$ cat src/rtl/c8_pkg.sv
// c8_pkg: shared types and constants for the chip8 instruction core
// no dependencies

package c8_pkg;

   localparam logic [1:0] REQ_WRITE = 2'd0;
   localparam logic [1:0] REQ_READ  = 2'd1;
   localparam logic [1:0] REQ_FRAME = 2'd2;
   localparam logic [1:0] REQ_EXEC  = 2'd3;

   localparam logic [1:0] CSR_PROGRAM_START = 2'd0;
   localparam logic [1:0] CSR_STACK_BASE    = 2'd1;
   localparam logic [1:0] CSR_FONT_BASE     = 2'd2;

   // alu operation codes for the shared unit
   typedef enum logic [3:0] {
      ALU_MOV, ALU_OR, ALU_AND, ALU_XOR, ALU_ADD, ALU_SUB, ALU_SHR, ALU_SUBN,
      ALU_SHL, ALU_ADDK
   } alu_op_type;

   typedef struct packed {
      logic [7:0] result;
      logic       flag;
   } alu_out_type;

endpackage

$ cat src/rtl/c8_alu.sv
// c8_alu: the shared 8-bit arithmetic unit used by the decode step
// depends on c8_pkg

module c8_alu (
   input  c8_pkg::alu_op_type  op,
   input  logic [7:0]          a,
   input  logic [7:0]          b,
   output c8_pkg::alu_out_type res
);

   logic [8:0] sum;
   logic [8:0] dif;
   logic [8:0] difn;

   assign sum  = {1'b0, a} + {1'b0, b};
   assign dif  = {1'b0, a} - {1'b0, b};
   assign difn = {1'b0, b} - {1'b0, a};

   always_comb begin
      res = '0;
      case (op)
         c8_pkg::ALU_MOV:  res.result = b;
         c8_pkg::ALU_OR:   res.result = a | b;
         c8_pkg::ALU_AND:  res.result = a & b;
         c8_pkg::ALU_XOR:  res.result = a ^ b;
         c8_pkg::ALU_ADD: begin
            res.result = sum[7:0];
            res.flag = sum[8];
         end
         c8_pkg::ALU_ADDK: res.result = sum[7:0];
         c8_pkg::ALU_SUB: begin
            res.result = dif[7:0];
            res.flag = ~dif[8];
         end
         c8_pkg::ALU_SUBN: begin
            res.result = difn[7:0];
            res.flag = ~difn[8];
         end
         c8_pkg::ALU_SHR: begin
            res.result = {1'b0, a[7:1]};
            res.flag = a[0];
         end
         c8_pkg::ALU_SHL: begin
            res.result = {a[6:0], 1'b0};
            res.flag = a[7];
         end
         default: res = '0;
      endcase
   end

endmodule

$ cat config.mk
export PLATFORM = sky130hd
export DESIGN_NAME = c8_alu
export DESIGN_NICKNAME = d
export VERILOG_FILES = /design/src/rtl/c8_pkg.sv /design/src/rtl/c8_alu.sv
export SDC_FILE = /design/constraint.sdc
export NUM_CORES = 1
export LEC_CHECK = 0
export ABC_AREA = 0
export BUFFER_PORTS_ARGS = -buffer_cell sky130_fd_sc_hd__buf_4
export CORE_MARGIN = 2
export CORE_UTILIZATION = 55
export DETAILED_ROUTE_END_ITERATION = 12
export PLACE_DENSITY = 0.78
export RECOVER_POWER = 100
export SYNTH_ARGS = -nofsm -noshare
export SYNTH_HDL_FRONTEND = slang
export SYNTH_SLANG_ARGS = --single-unit
$ cat constraint.sdc
create_clock -name vclk -period 4.2
set_input_delay 0.42 -clock vclk [all_inputs]
set_output_delay 0.42 -clock vclk [all_outputs]
set_load 0.05 [all_outputs]
==> run summary, run 1 <==
The number of flip-flops and latches came out at 0. The run finished with clean final reports. The cell family contributing the most delay on the critical path is simple AND/OR/NAND/NOR gates. The routed wire length came out at 4.99 mm.

The share of power burned in combinational logic is 100.0%. At the end of the flow, the number of nets in the layout was 324. Compared with the post-synthesis result, the final layout area differs by 8.34%. For the worst setup path, the data required time is 3780 ps. The critical path's slowest cell is sky130_fd_sc_hd__ha_1. The number of rows created at floorplan is 20.

The kind of launch point of the worst setup path is a primary input. The layout cell share with drive strength beyond 1 is 11.2%. The hold buffer count at CTS is 0. The footprint of the flip-flops and latches is 0 um2. In this run the remaining antenna-violating nets after routing total 0. The first-pass detailed-route iteration total is 5. The count of warnings emitted by yosys is 0. The mean post-synth cell area came out at 7.03 um2.

The clock share of power came out at 0%. Summed over all instances, the cell type with the most area after synthesis is sky130_fd_sc_hd__ha_1. The net count after synthesis is 311. The initial antenna violation count came out at 0. The chip height came out at 61.2 um. The transition time of the tightest slew-check pin is 809 ps. The switching share of power is 65.2%. The total negative setup slack is 0 ps.

The worst slack on hold paths came out at 1490 ps. The total inserted antenna cells is 0. The total leakage power came out at 0.868 nW. The count of cell types in the netlist came out at 56. The largest fanout on the critical path came out at 15. The worst setup path is captured at an output port.

The worst hold path startpoint is a[5]. The count of buffering cells on the critical path with inverters included is 3. The commonest cells after synthesis are sky130_fd_sc_hd__ha_1, sky130_fd_sc_hd__nand2_1, sky130_fd_sc_hd__inv_1, sky130_fd_sc_hd__a21oi_1, sky130_fd_sc_hd__nor2_1.

The relative slew slack came out at 46.0%. The number of input and output port buffers inserted came out at 29. The count of buffers added by post-CTS timing repair for setup is 0.

The global placer's final weighted congestion came out at 0.898. The final clock period utilization by the worst path came out at 78.2%. The total I/O pin count is 29. The critical path in this run is classified as primary input to output port. The DRC marker count from the first detailed-route iteration came out at 220. The number of clock buffers in the layout is 0. The starting density of the core is 58.5%. The most frequent cell after synthesis is sky130_fd_sc_hd__ha_1.

The post-cts gate resize count came out at 0. The cell internal power dissipation is 0.0929 mW. The largest stage delay on the critical path is 590 ps. The number of hold violations in the final report is 0. The critical path goes through buf_4 -> inv_1 -> ha_1 -> nor2b_1 -> o31ai_1 -> o211ai_2 -> mux2i_1 -> or4_1 -> clkbuf_1. The floorplan step defined a die boundary enclosing 0.00375 mm2. The synthesized cell area came out at 0.00180 mm2.

The share of synthesized area occupied by flip-flops and latches is 0%. The power per cell area came out at 137 mW/mm2. Across the run, the number of max-cap violations was 0. The number of vias per cell after detailed routing came out at 6.25. The pin count of the biggest net entering global routing is 36. The total number of vias came out at 1945. The final-report setup violation count came out at 0. The synthesized instance count is 256. The number of global-route vias before repair came out at 1640.

After synthesis, the cell types taking the most area are sky130_fd_sc_hd__ha_1, sky130_fd_sc_hd__a21oi_1, sky130_fd_sc_hd__nand2_1. In this run the worst hold path is classified as primary input to output port. The first-pass GRT wire length is 7.76 mm.

The detailed-route DRC error count came out at 0. The path with the worst hold slack has its endpoint at res[5]. Counting buffers and inverters, the worst setup path is 9 cells deep. The horizontal die dimension is 61.2 um. The routed wire length per instance came out at 16.0 um. The number of cells traversed by the worst hold path is 4. The number of pins exceeding their max-slew limit in the final report is 0. The highest attainable clock frequency came out at 305 MHz. The share of total power dissipated in sequential elements is 0%. The final global-route overflow total came out at 0. After synthesis, the largest area contributor takes up 22.2% of total cell area. The total routing usage reported by global routing is 26.9%.

The arrival time reported for the critical path endpoint is 2860 ps. The final period demand of the worst path is 3280 ps. The total design power is 0.267 mW. The area of the placeable core is 0.00308 mm2. In this run the power spent charging and discharging nets is 0.174 mW.

Setup repair after global routing left no endpoint under its margin. The worst IR drop on VDD came out at 0.0000805 V. Once detailed placement completed, the half-perimeter wirelength came to 3.77 mm.
==> routing by layer <==
metal	vias up	track usage (%)	wire [um]
met5	-	0	0
met4	0	2.80	28
met3	2	0.420	362
met2	90	45.3	2290
met1	894	39.8	2310
li1	959	-	-
==> cell usage in the layout (no fill, tap or decap), types with 3 or more instances in the layout <==
cell / n
sky130_fd_sc_hd__a21oi_1: 19
sky130_fd_sc_hd__o221ai_1: 3
sky130_fd_sc_hd__fa_1: 3
sky130_fd_sc_hd__nor2b_1: 10
sky130_fd_sc_hd__o31ai_1: 7
sky130_fd_sc_hd__clkbuf_1: 9
sky130_fd_sc_hd__ha_1: 32
sky130_fd_sc_hd__nor2_1: 15
sky130_fd_sc_hd__inv_1: 21
sky130_fd_sc_hd__o21ai_0: 13
sky130_fd_sc_hd__xnor2_1: 4
sky130_fd_sc_hd__o211ai_1: 8
sky130_fd_sc_hd__nand2b_1: 4
sky130_fd_sc_hd__mux2i_1: 7
sky130_fd_sc_hd__nand3_1: 6
sky130_fd_sc_hd__a31oi_1: 4
sky130_fd_sc_hd__and3_1: 5
sky130_fd_sc_hd__a32oi_1: 4
sky130_fd_sc_hd__nand2_1: 23
sky130_fd_sc_hd__nor3_1: 6
sky130_fd_sc_hd__buf_4: 20
sky130_fd_sc_hd__a22oi_1: 3
==> area by class of cell <==
cell class	instances	area (um2)
repair buffers	29	184
well taps	44	55.1
inverters	22	82.6
fillers	314	1130
multi-input cells	216	1630
==> kinds of logic after synthesis <==
group,share of synthesized area [%]
AO/OA/AOI/OAI,33.6
adder cells (fa/ha/maj),25.6
XOR/XNOR,2.43
buffers and inverters,9.52
AND/OR/NAND/NOR,23.8
multiplexers,5.14
==> worst max-delay path by stage <==
stage | slack (ps) | startpoint | to
6_report | 920 | a[4] | res[8]
3_3_place_gp | 1100 | a[4] | res[8]
2_1_floorplan | 1370 | op[0] | res[1]
4_1_cts | 1040 | a[4] | res[8]
3_5_place_dp | 1040 | a[4] | res[8]
5_1_grt | 770 | a[4] | res[8]
==> power by group through the flow <==
| stage | combinational, mW | clock [mW] | sequential (mW) |
|---|---|---|---|
| 6_report | 0.267 | 0 | 0 |
| 2_1_floorplan | 0.203 | 0 | 0 |
| 3_5_place_dp | 0.273 | 0 | 0 |
| 4_1_cts | 0.274 | 0 | 0 |
| 5_1_grt | 0.290 | 0 | 0 |
| 3_3_place_gp | 0.272 | 0 | 0 |
==> through the flow <==
step,cell area [um2],setup WS (ps),utilization [%],cells
5_1_grt,1950,765,63.4,311
6_report,1950,917,63.4,311
3_5_place_dp,1980,1040,64.5,311
3_3_place_gp,1980,1100,64.5,311
4_1_cts,1980,1040,64.5,311
2_1_floorplan,1800,1370,-,256
Power figures use the tool's default switching activity.
==> inputs of run 2 (changes only) <==
--- a/config.mk
+++ b/config.mk
@@ -10,7 +10,7 @@
 export CORE_MARGIN = 2
 export CORE_UTILIZATION = 55
 export DETAILED_ROUTE_END_ITERATION = 12
-export PLACE_DENSITY = 0.78
+export PLACE_DENSITY = 0.81
 export RECOVER_POWER = 100
 export SYNTH_ARGS = -nofsm -noshare
 export SYNTH_HDL_FRONTEND = slang
==> constraint.sdc (replaced) <==
create_clock -name vclk -period 3
set_input_delay 0.3 -clock vclk [all_inputs]
set_output_delay 0.3 -clock vclk [all_outputs]
set_load 0.05 [all_outputs]
==> run summary, run 2 (synthesis gave the netlist of run 1 again) <==
The footprint of the flip-flops and latches is 0 um2 (unchanged). The layout cell share with drive strength beyond 1 is 15.1% (+3.8 points). The count of buffering cells on the critical path with inverters included came to 3 (unchanged). The final-report setup violation count came to 0 (unchanged). The highest attainable clock frequency is 364 MHz.

The first-pass detailed-route iteration total is 5 (unchanged). The number of flip-flops and latches is 0 (unchanged). The cell internal power dissipation came out at 0.142 mW (+53%). The total I/O pin count is 29 (unchanged). The area of the placeable core came out at 0.00308 mm2 (unchanged). The area of placed instances came out at 0.00202 mm2 (+1.9%). The number of rows created at floorplan is 20 (unchanged). Leaving out fill and tap cells, the most frequent cell in the layout is sky130_fd_sc_hd__ha_1.

The share of power burned in combinational logic came out at 100.0% (about the same). The area growth from synthesis to layout is 11.0%. The number of hold violations in the final report came to 0 (unchanged). The largest fanout on the critical path is 13 (-2). The DRC marker count from the first detailed-route iteration came out at 169 (-23%). The count of nets after finishing was 329 (+1.5%). The hold buffer count at CTS is 0 (unchanged). The total design power came out at 0.388 mW (+45%). The final antenna-violating net count came out at 0 (unchanged).

The clock share of power was 0% (unchanged). Among all stages on the critical path, the largest delay is contributed by sky130_fd_sc_hd__ha_1. The total leakage power is 0.913 nW (+5.1%). The area of the die came out at 0.00375 mm2 (unchanged).

The flow ran to the end, and the final reports show no timing, DRC or antenna violations. The total inserted antenna cells came out at 0 (unchanged). The total routing usage reported by global routing came out at 27.7% (+0.78 points). The initial antenna violation count came out at 0 (unchanged). In this run the worst hold path is classified as primary input to output port.

The core occupancy in the finished layout came out at 64.9% (+1.5 points). The data required time at the worst endpoint came to 2700 ps (-1080 ps). The count of max-cap constraint violations is 0 (unchanged). The number of vias per cell after detailed routing was 6.39 (+2.2%). In the layout the commonest cells are sky130_fd_sc_hd__ha_1, sky130_fd_sc_hd__buf_4, sky130_fd_sc_hd__nand2_1.

The routed wire length came out at 5.04 mm (+1.1%). The dominant delay contributor by cell family on the critical path is simple AND/OR/NAND/NOR gates. The total negative setup slack is 0 ps (unchanged). The worst setup path is captured at an output port. Setup repair after global routing left no endpoint under its margin.

Walking the worst path, the cells encountered are buf_4 -> inv_1 -> ha_1 -> nor2b_1 -> o31ai_1 -> o211ai_2 -> mux2i_1 -> or4_1 -> buf_2. The first-pass GRT wire length is 8.07 mm (+3.9%). The number of global-route vias before repair came out at 1788 (+9.0%). The routed wire length per instance came to 16.0 um (-0.54%).

The number of clock buffers in the layout came out at 0 (unchanged). The final period demand of the worst path is 2750 ps. The final cell area excluding filler cells came out at 0.00200 mm2 (+2.4%). The number of input and output port buffers inserted is 29 (unchanged). The post-cts gate resize count was 0 (unchanged). The final clock period utilization by the worst path is 91.6%.

The starting density of the core came out at 58.5% (unchanged). The worst IR drop on VDD is 0.000110 V (+37%). The switching share of power is 63.3% (-1.9 points). The type of the worst setup path is primary input to output port. The final global-route overflow total is 0 (unchanged).

The share of total power in sequential cells was 0% (unchanged). The chip height is 61.2 um (unchanged). The net switching power of the design is 0.246 mW (+41%). The count of buffers added by post-CTS timing repair for setup was 0 (unchanged). The transition time of the tightest slew-check pin came out at 685 ps (-123 ps). The arrival time reported for the critical path endpoint is 2450 ps (-410 ps). STA classifies the critical path startpoint as a primary input. The total number of vias came to 2020 (+3.9%). The detailed-route DRC error count was 0 (unchanged). The global placer's final weighted congestion is 0.889 (-1.0%). The pin count of the biggest net entering global routing came out at 36 (unchanged). The power per cell area is 194 mW/mm2 (+42%). The final non-filler cell total was 316 (+1.6%). The number of placed instances, taps included is 316 (+1.6%). The horizontal die dimension is 61.2 um (unchanged).

The half-perimeter wire length after placement came out at 3.79 mm (+0.48%). The number of pins exceeding their max-slew limit in the final report came to 0 (unchanged). The relative slew slack is 54.3% (+8.3 points). The largest stage delay on the critical path is 540 ps (-50 ps). The multi-input gate area in the final layout came to 0.00163 mm2 (unchanged). The number of fillers in the final layout was 308 (-1.9%).
[run 2: cell count changes in the layout (fill, tap and decap cells not counted), sizes merged]
cell,delta
clkbuf,-2
buf,+7
[run 2: worst paths after layout]
check | startpoint | to | slack [ps] | depth (start not counted)
setup / recovery | a[2] | res[8] | 250 | 9
hold / removal | a[5] | res[5] | 1160 | 4
[run 2: layout make-up]
class | instances | area share [%]
inverters | 22 | 4.13
repair buffers | 34 | 11.6
multi-input cells | 216 | 81.5
well taps | 44 | 2.76
[run 2: metal layers]
layer | GRT usage [%] | routed length, um | vias up
li1 | - | - | 969
met1 | 38.5 | 2210 | 949
met2 | 47.1 | 2370 | 95
met3 | 2.31 | 418 | 7
met4 | 4.97 | 48 | 0
met5 | 0 | 0 | -
[run 2: power by group through the flow]
stage	Combinational (mW)	Sequential (mW)	Clock, mW
floorplan	0.284	0	0
global placement	0.387	0	0
detailed placement	0.391	0	0
CTS	0.393	0	0
global route	0.423	0	0
finish	0.388	0	0
[run 2: through the flow]
stage	hold WS, ps	worst slack (ps)
CTS	1130	284
floorplan	1100	413
detailed placement	1130	279
global route	1200	67.6
global placement	1130	326
finish	1160	252
==> inputs of run 3 (changes only) <==
--- a/config.mk
+++ b/config.mk
@@ -10,6 +10,7 @@
 export CORE_MARGIN = 2
 export CORE_UTILIZATION = 55
 export DETAILED_ROUTE_END_ITERATION = 12
+export GPL_TIMING_DRIVEN = 0
 export PLACE_DENSITY = 0.81
 export RECOVER_POWER = 100
 export SYNTH_ARGS = -nofsm -noshare
==> run summary, run 3 (synthesis gave the netlist of run 1 again) <==
On the critical path, the stage with the largest delay is an instance of sky130_fd_sc_hd__or4_1. The transition time of the tightest slew-check pin is 638 ps (-47.6 ps). The total design power came out at 0.398 mW (+2.5%). The worst setup path is launched from a primary input. The dominant delay contributor by cell family on the critical path is buffers and inverters. The starting density of the core came out at 58.5% (unchanged).

The core occupancy in the finished layout is 66.6% (+1.7 points). The number of rows created at floorplan came to 20 (unchanged). The number of pins exceeding their max-slew limit in the final report came out at 0 (unchanged). The routed wire length came out at 5.16 mm (+2.3%). The worst slack on hold paths is 1160 ps (-2.15 ps). The worst-case setup slack after placement is 122 ps (-157 ps). The arrival time reported for the critical path endpoint is 2580 ps (+130 ps).

The total routing usage reported by global routing came out at 28.4% (+0.70 points). Setup repair after global routing left no endpoint under its margin. The area of the die came out at 0.00375 mm2 (unchanged). The layout cell share with drive strength beyond 1 is 16.3% (+1.2 points). The number of flip-flops and latches is 0 (unchanged). The count of buffers added by post-CTS timing repair for setup came out at 0 (unchanged). The half-perimeter wire length after placement came out at 3.96 mm (+4.5%). The classification of the worst-slack hold path is primary input to output port. The DRC marker count from the first detailed-route iteration is 165 (-2.4%). The final global-route overflow total is 0 (unchanged). The total inserted antenna cells came to 0 (unchanged). The number of placed instances, taps included is 327 (+3.5%). The data required time at the worst endpoint came out at 2700 ps (about the same). The area of placed instances is 0.00206 mm2 (+1.8%). The first-pass detailed-route iteration total is 6 (+1). The power per cell area came out at 194 mW/mm2 (-0.11%). The count of max-cap constraint violations is 0 (unchanged). The count of nets after finishing is 340 (+3.3%). The area of the placeable core was 0.00308 mm2 (unchanged). The total number of vias came out at 2031 (+0.54%). The worst setup path is captured at an output port. The total leakage power is 0.937 nW (+2.7%).

The number of vias per cell after detailed routing is 6.21 (-2.8%). The routed wire length per instance came out at 15.8 um (-1.1%). The largest fanout on the critical path was 10 (-3). The final cell area excluding filler cells came to 0.00205 mm2 (+2.6%). The type of the worst setup path is primary input to output port. The library cell appearing most often on the critical path is sky130_fd_sc_hd__buf_4.

The final non-filler cell total came out at 327 (+3.5%). The library cells used most frequently in the layout, excluding fill and tap cells, are sky130_fd_sc_hd__ha_1, sky130_fd_sc_hd__buf_4, sky130_fd_sc_hd__nand2_1. The pin count of the biggest net entering global routing was 11 (-69%). The final antenna-violating net count came out at 0 (unchanged).

The hold buffer count at CTS came out at 0 (unchanged). The number of global-route vias before repair is 1761 (-1.5%). The first-pass GRT wire length is 8.16 mm (+1.2%). The final period demand of the worst path came out at 2880 ps (+132 ps). The run finished with clean final reports. The total negative setup slack came to 0 ps (unchanged). The largest stage delay on the critical path is 530 ps (about the same). The footprint of the flip-flops and latches is 0 um2 (unchanged). The worst IR drop on VDD is 0.000140 V (+27%). The number of fillers in the final layout came out at 292 (-5.2%). The most frequent standard cell in the layout excluding fill and tap cells is sky130_fd_sc_hd__ha_1. The global placer's final weighted congestion came out at 0.904 (+1.8%). The number of input and output port buffers inserted is 27 (-6.9%).

The critical path goes through buf_4 -> inv_1 -> ha_1 -> buf_2 -> nor3_2 -> o31ai_1 -> o211ai_2 -> mux2i_1 -> or4_1 -> buf_4. The final-report setup violation count came out at 0 (unchanged). The count of buffering cells on the critical path with inverters included is 4 (+1).

The highest attainable clock frequency came to 347 MHz (-4.6%). The number of hold violations in the final report is 0 (unchanged). The area added between synthesis and finish is 13.9%. The horizontal die dimension came out at 61.2 um (unchanged). The post-cts gate resize count is 0 (unchanged). The total I/O pin count was 29 (unchanged).

The chip height came out at 61.2 um (unchanged). The relative slew slack came out at 57.5% (+3.2 points). The final clock period utilization by the worst path came out at 96.0% (+4.4 points). The initial antenna violation count is 0 (unchanged). The number of clock buffers in the layout is 0 (unchanged). The least setup slack across all paths after layout was 121 ps (-132 ps).

The detailed-route DRC error count came out at 0 (unchanged).
-- run 3: cell count changes in the layout (fill, tap and decap cells not counted) --
| cell | previous run | this run |
|---|---|---|
| sky130_fd_sc_hd__buf_2 | 1 | 6 |
| sky130_fd_sc_hd__buf_4 | 26 | 24 |
| sky130_fd_sc_hd__buf_6 | 0 | 1 |
| sky130_fd_sc_hd__clkbuf_1 | 3 | 10 |
| sky130_fd_sc_hd__o31ai_1 | 7 | 6 |
| sky130_fd_sc_hd__o31ai_2 | 0 | 1 |
-- run 3: layout make-up --
cell class | instances | area, um2 | share of cell area (%)
buffer | 18 | 85.1 | 4.15
timing repair buffer | 27 | 194 | 9.46
inverter | 22 | 82.6 | 4.03
tap | 44 | 55.1 | 2.68
multi-input combinational | 216 | 1630 | 79.7
-- run 3: power by group --
| part | total [mW] | leakage, nW | switching, mW | internal, mW |
|---|---|---|---|---|
| Sequential | 0 | 0 | 0 | 0 |
| Combinational | 0.398 | 0.937 | 0.251 | 0.148 |
| Clock | 0 | 0 | 0 | 0 |
-- run 3: path summary, 6_finish.rpt --
check                 slack, ps  startpoint  cells after the start      to
worst min-delay path       1160        a[5]                      4  res[5]
worst max-delay path        120        a[2]                     10  res[8]
-- run 3: metal layers --
layer	global-route usage, %	share of wire (%)	up-vias
met2	45.7	44	124
met3	0.630	11	11
met4	9.01	2.2	0
met5	0	0	-
met1	41.1	42	905
li1	-	-	991
-- run 3: tightest hold or removal path: cells and delay by family --
family,cells,cell delay [ps]
compound gates,2,220
buf+inv,2,330
